`src/rtl/core/jsle_ram.sv`:
```
// Generic single-write, single-read RAM with registered read data.
`default_nettype none
module jsle_ram #(
    parameter int W = 32,
    parameter int D = 64
) (
    input  wire logic                 i_clk,
    input  wire logic                 i_we,
    input  wire logic [$clog2(D)-1:0] i_waddr,
    input  wire logic [W-1:0]         i_wdata,
    input  wire logic [$clog2(D)-1:0] i_raddr,
    output logic      [W-1:0]         o_rdata
);
    logic [W-1:0] r_mem [D];

    always_ff @(posedge i_clk) begin
        if (i_we) begin
            r_mem[i_waddr] <= i_wdata;
        end
        o_rdata <= r_mem[i_raddr];
    end
endmodule
`default_nettype wire

```
`config.mk`:
```
export PLATFORM = sky130hd
export DESIGN_NAME = jsle_ram
export DESIGN_NICKNAME = d
export VERILOG_FILES = /design/src/rtl/core/jsle_ram.sv
export SDC_FILE = /design/constraint.sdc
export NUM_CORES = 2
export LEC_CHECK = 0
export BUFFER_PORTS_ARGS = -buffer_cell sky130_fd_sc_hd__buf_4
export CAP_MARGIN = 25
export CELL_PAD_IN_SITES_DETAIL_PLACEMENT = 0
export CELL_PAD_IN_SITES_GLOBAL_PLACEMENT = 1
export CORE_MARGIN = 2
export CORE_UTILIZATION = 35
export CTS_BUF_LIST = sky130_fd_sc_hd__clkbuf_16
export DETAILED_ROUTE_END_ITERATION = 6
export PLACE_DENSITY = 0.59
export RECOVER_POWER = 50
export SETUP_SLACK_MARGIN = 0.02
export SLEW_MARGIN = 15
export SYNTH_ARGS = -nofsm -noshare
export SYNTH_HDL_FRONTEND = slang
export SYNTH_SLANG_ARGS = --single-unit
```
`constraint.sdc`:
```
create_clock -name i_clk -period 3.1 [get_ports i_clk]
set_input_delay 0 -clock i_clk [delete_from_list [all_inputs] [get_ports i_clk]]
set_output_delay 0 -clock i_clk [all_outputs]
set_load 0.005 [all_outputs]
```
== Word-level counts from Yosys, hierarchy flattened ==
Memory sizes are Yosys's and may differ from the RTL's. A register that Yosys moved wholly into a read port is not among the register bits.
Index checks and enable logic that the tools add are counted.
Operators by class
  mux-type cells: 2
Operator list (count)
  $mux 1: 2
Storage, ports and cells
  flip-flop bits (word level): 0
  memory bits (writable): 2048
  bits of input ports: 46
  output and inout bits: 32
  word-level logic and storage cells: 3
  memories kept: 1
Memory list
  r_mem: depth 64, width 32, rd ports 1, clocked after memory_dff 1, write ports 1, RTL line 14  | logic [W-1:0] r_mem [D];

== Logic depth before layout (Yosys ltp) ==
  depth after elaboration: 2
  gate-level depth with buffers: 10
  mapped depth without buffers: 5

== Worst setup path before layout ==
No wires, ideal clock.
  kind: in2reg
  start point: input i_waddr[3]
  end point: memory r_mem[48][0], enable pin
  setup time: 0.461 ns
  arrival time: 2.699 ns
  required time: 2.639 ns
  slack: -0.060 ns
  stages on the path: 4
  buffers on the path: 1
  cells stage by stage: clkbuf_1 nor2b_1 nand4b_1 nor3_1
RTL lines
  start, declared: RTL line 9  | input wire logic [$clog2(D)-1:0] i_waddr,
  end, declared: RTL line 14
Straight into the memory's write port.

== Worst setup path after layout ==
  start point: input i_waddr[2]
  end point: memory r_mem[15][15], enable pin
Straight into the memory's write port.

==> metrics.md <==
| Metric | Value |
|---|---|
| Count leader, synth | edfxtp_1 |
| Share of the synthesized area in the top cell type | 78.3% |
| Via Count | 36,900 |
| Clock sink total | 2,080 |
| CP Capture Type | flip-flop |
| Ys Warns | 0 |
| First-pass GRT wire length | 297 mm |
| Reg-to-reg setup timing slack | around 0.69 ns |
| Die Span Y | between 400 and 500 um |
| Max Slew Vio Count | 2,048 |
| Hpwl dp | 116 mm |
| DRT iter0 DRCs | a little under 4,000 |
| Post-layout min period | 2.59 ns |
| CTS resizes | 0 |
| RSZ-0062 raised after global routing | false |
| Global route overflow | 0 |
| Sw Share | a little over a fifth |
| Hold WS | 0.171 ns |
| Sw Pwr | 12,600 uW |
| Clock latency at the later pin of the worst-skew pair | 0.86 ns |
| Via density | 5.40 |
| CTS Buffer Depth | 3 |
| Hold Path Class | in -> reg |
| Worst hold endpoint | o_rdata[26]$_DFF_P_ |
| Drt drc | 0 |
| Post-synth EDFFs | 2,048 |
| Min-delay src | i_raddr[1] |
| Ys async rst share | 0% |
| Fmax | between 300 and 400 MHz |
| Top cells by count, synth | edfxtp_1, mux4_2, nor2_1 |
| Top_reg_cell synth | edfxtp_1 |
| Number of global-route vias before repair | 37,900 |
| I/O Buffers | just under 80 |
| Req. time, crit path | about 3.5 ns |
| Slew headroom | -104% |
| Reg2reg end | o_rdata[31]$_DFF_P_ |
| Internal | 46,000 uW |
| Post-Syn Nets | ~3,400 |
| Die area | ~0.23 mm^2 |
| Crit Path Class | in -> reg |
| CTS tree | yes |
| Max-cap violations | 32 |
| Yosys cell types | 34 |
| Final setup violating endpoints | 0 |
| CP max FO | 32 |
| H-tree levels | 4 |
| Root buf cell | clkbuf_16 |
| Hold Fails Final Rpt | 0 |
| Pwr Density | 639 mW/mm^2 |
| Num rows | ~170 |
| Post-Syn Instances | 3,324 |
| Clock power share | around two fifths |
| Gr usage total | 18.5% |
| Reg2reg path depth | 4 |
| Nets | 3,732 |
| Area delta synth->final | 16.9% |
| Worst EP arrival | around 3 ns |
| Total routed wirelength | 212 mm |
| Initial core utilization | 35.3% |
| Violated checks | capacitance limit, slew limit |
| Placeable Area | 0.223 mm^2 |
| Status | finished, violations left |
| Pleak | 0.0285 uW |
| Cts bufs inserted | 211 |
| ANT nets after route | 0 |
| Post-DR wirelength/cell | between 30 and 40 um |
| Final Util | 41.2% |
| VDD IR max | 0.000541 V |
| Initial antenna violation count | 14 |
| Sequential fraction of design power | 53.5% |
| Period utilisation layout | between 80% and 90% |
| Leading area contributor after synthesis | edfxtp_1 |
| I/O pins | 78 |
| Hold-critical path depth | 5 |
| Die X | 478 um |
| Gate power share | 5.0% |
| Synth area leaders | edfxtp_1, mux4_2, mux2i_1 |
| Actual slew at the worst max-slew pin | 3.07 ns |
| DR pass1 iterations | 5 |
| Worst R2R Start | r_mem[39][31]$_DFFE_PP_ |
| Clk slew on worst S/H paths | 0.06 ns |
| Fillers | 19,400 |
| Gpl congestion | 0.742 |
| Largest net degree at the start of global routing | between 60 and 70 |
| Post-synthesis register bit count | 2,080 |
| Syn_area_per_cell | 23.6 um^2 |
| Post-Syn Area | 0.0785 mm^2 |
| Share of layout cells above drive strength 1 | 29.3% |
| Seq/Total Area, Yosys | 79.1% |
| Clock Skew | about 0.031 ns |
| Crit start category | input port |
## sequential cells by signal, indices dropped and copies added (netlist names)
| name | count |
|---|---|
| o_rdata | 32 |
| r_mem | 2048 |
## worst max-delay path: stages
cell	delay [ns]
dlygate4sd3_1	0.55
clkbuf_1	0.50
nand4_1	0.14
clkbuf_1	0.44
nor2_4	0.21
buf_2	1.02
## stage by stage
stage                     setup TNS, ns  std cells  instance area, um^2  power [uW]  worst slack (ns)
after floorplan                       0       3324                78500       33300             0.448
after global placement           -0.234       6402                84900       34900            -0.154
after detailed placement         -0.227       6403                84900       34900            -0.124
after CTS                             0       6836                91900       59200             0.578
after global routing                  0       6838                91800       60400             0.325
final                                 0       6840                91800       58600             0.513
## per-layer routing
layer / part of all wire, % / GRT usage (%) / routed length [um]
met5: 0.032 / 0 / 68
met4: 2.6 / 5.20 / 5470
met3: 6.4 / 3.25 / 13500
met2: 49 / 30.0 / 103000
met1: 42 / 25.7 / 90200
## area by class of cell
type | instances | area, um^2 | area share [%]
Timing Repair Buffer | 331 | 3340 | 3.64
Multi-Input combinational cell | 1062 | 16000 | 17.4
Sequential cell | 2080 | 62100 | 67.7
Antenna cell | 4 | 10.0 | 0.0109
Clock inverter | 176 | 1300 | 1.42
Tap cell | 2975 | 3720 | 4.06
Clock buffer | 212 | 5310 | 5.78
## cells in the final DEF, fill, tap and decap left out, drive strengths merged, types with 4 or more instances in the layout
cell type and instances:
a21oi 62, a22oi 12, a311oi 8, a41o 4, and3 4, buf 249, bufinv 15, clkbuf 249
clkinv 99, dfxtp 32, diode 4, dlygate4sd3 45, edfxtp 2048, inv 60, mux2i 93, mux4 544
nand2 26, nand2b 8, nand3 5, nand3b 5, nor2 137, nor2b 15, nor3 7, o221ai 27
o22ai 84, o32ai 4, or3b 5
## worst max-delay path by stage
stage	slack, ns	cells past startpoint	to	startpoint
floorplan	0.45	4	r_mem[39][0]$_DFFE_PP_	i_waddr[5]
global placement	-0.15	7	o_rdata[23]$_DFF_P_	i_raddr[1]
detailed placement	-0.12	7	o_rdata[23]$_DFF_P_	i_raddr[1]
CTS	0.58	4	o_rdata[23]$_DFF_P_	r_mem[34][23]$_DFFE_PP_
global route	0.33	2	r_mem[18][25]$_DFFE_PP_	i_wdata[25]
finish	0.51	6	r_mem[15][15]$_DFFE_PP_	i_waddr[2]
## what timing repair did
| item | in CTS | in global routing |
|---|---|---|
| buffers inserted | 0 | 0 |
| hold endpoints to repair | 2222 | 0 |
| hold buffers | 45 | 0 |
## power groups by stage
stage	Combinational, uW	Clock [uW]	Sequential, uW
after global placement	2960	0	31900
after detailed placement	2980	0	31900
after global routing	3150	25800	31400
after floorplan	1510	0	31800
after CTS	3050	24800	31300
final	2940	24300	31400
## cell families (layout without fill, tap and decap cells)
family / after synthesis / in the layout / synth area share (%)
buffers and inverters: 182 / 719 / 1.13
and+or+nand+nor: 223 / 223 / 1.27
other: 0 / 4 / 0
AOI/OAI and AO/OA: 202 / 202 / 1.67
muxes: 637 / 637 / 16.8
DFF: 2080 / 2080 / 79.1
Note: power is estimated with default switching activity, not from simulation.
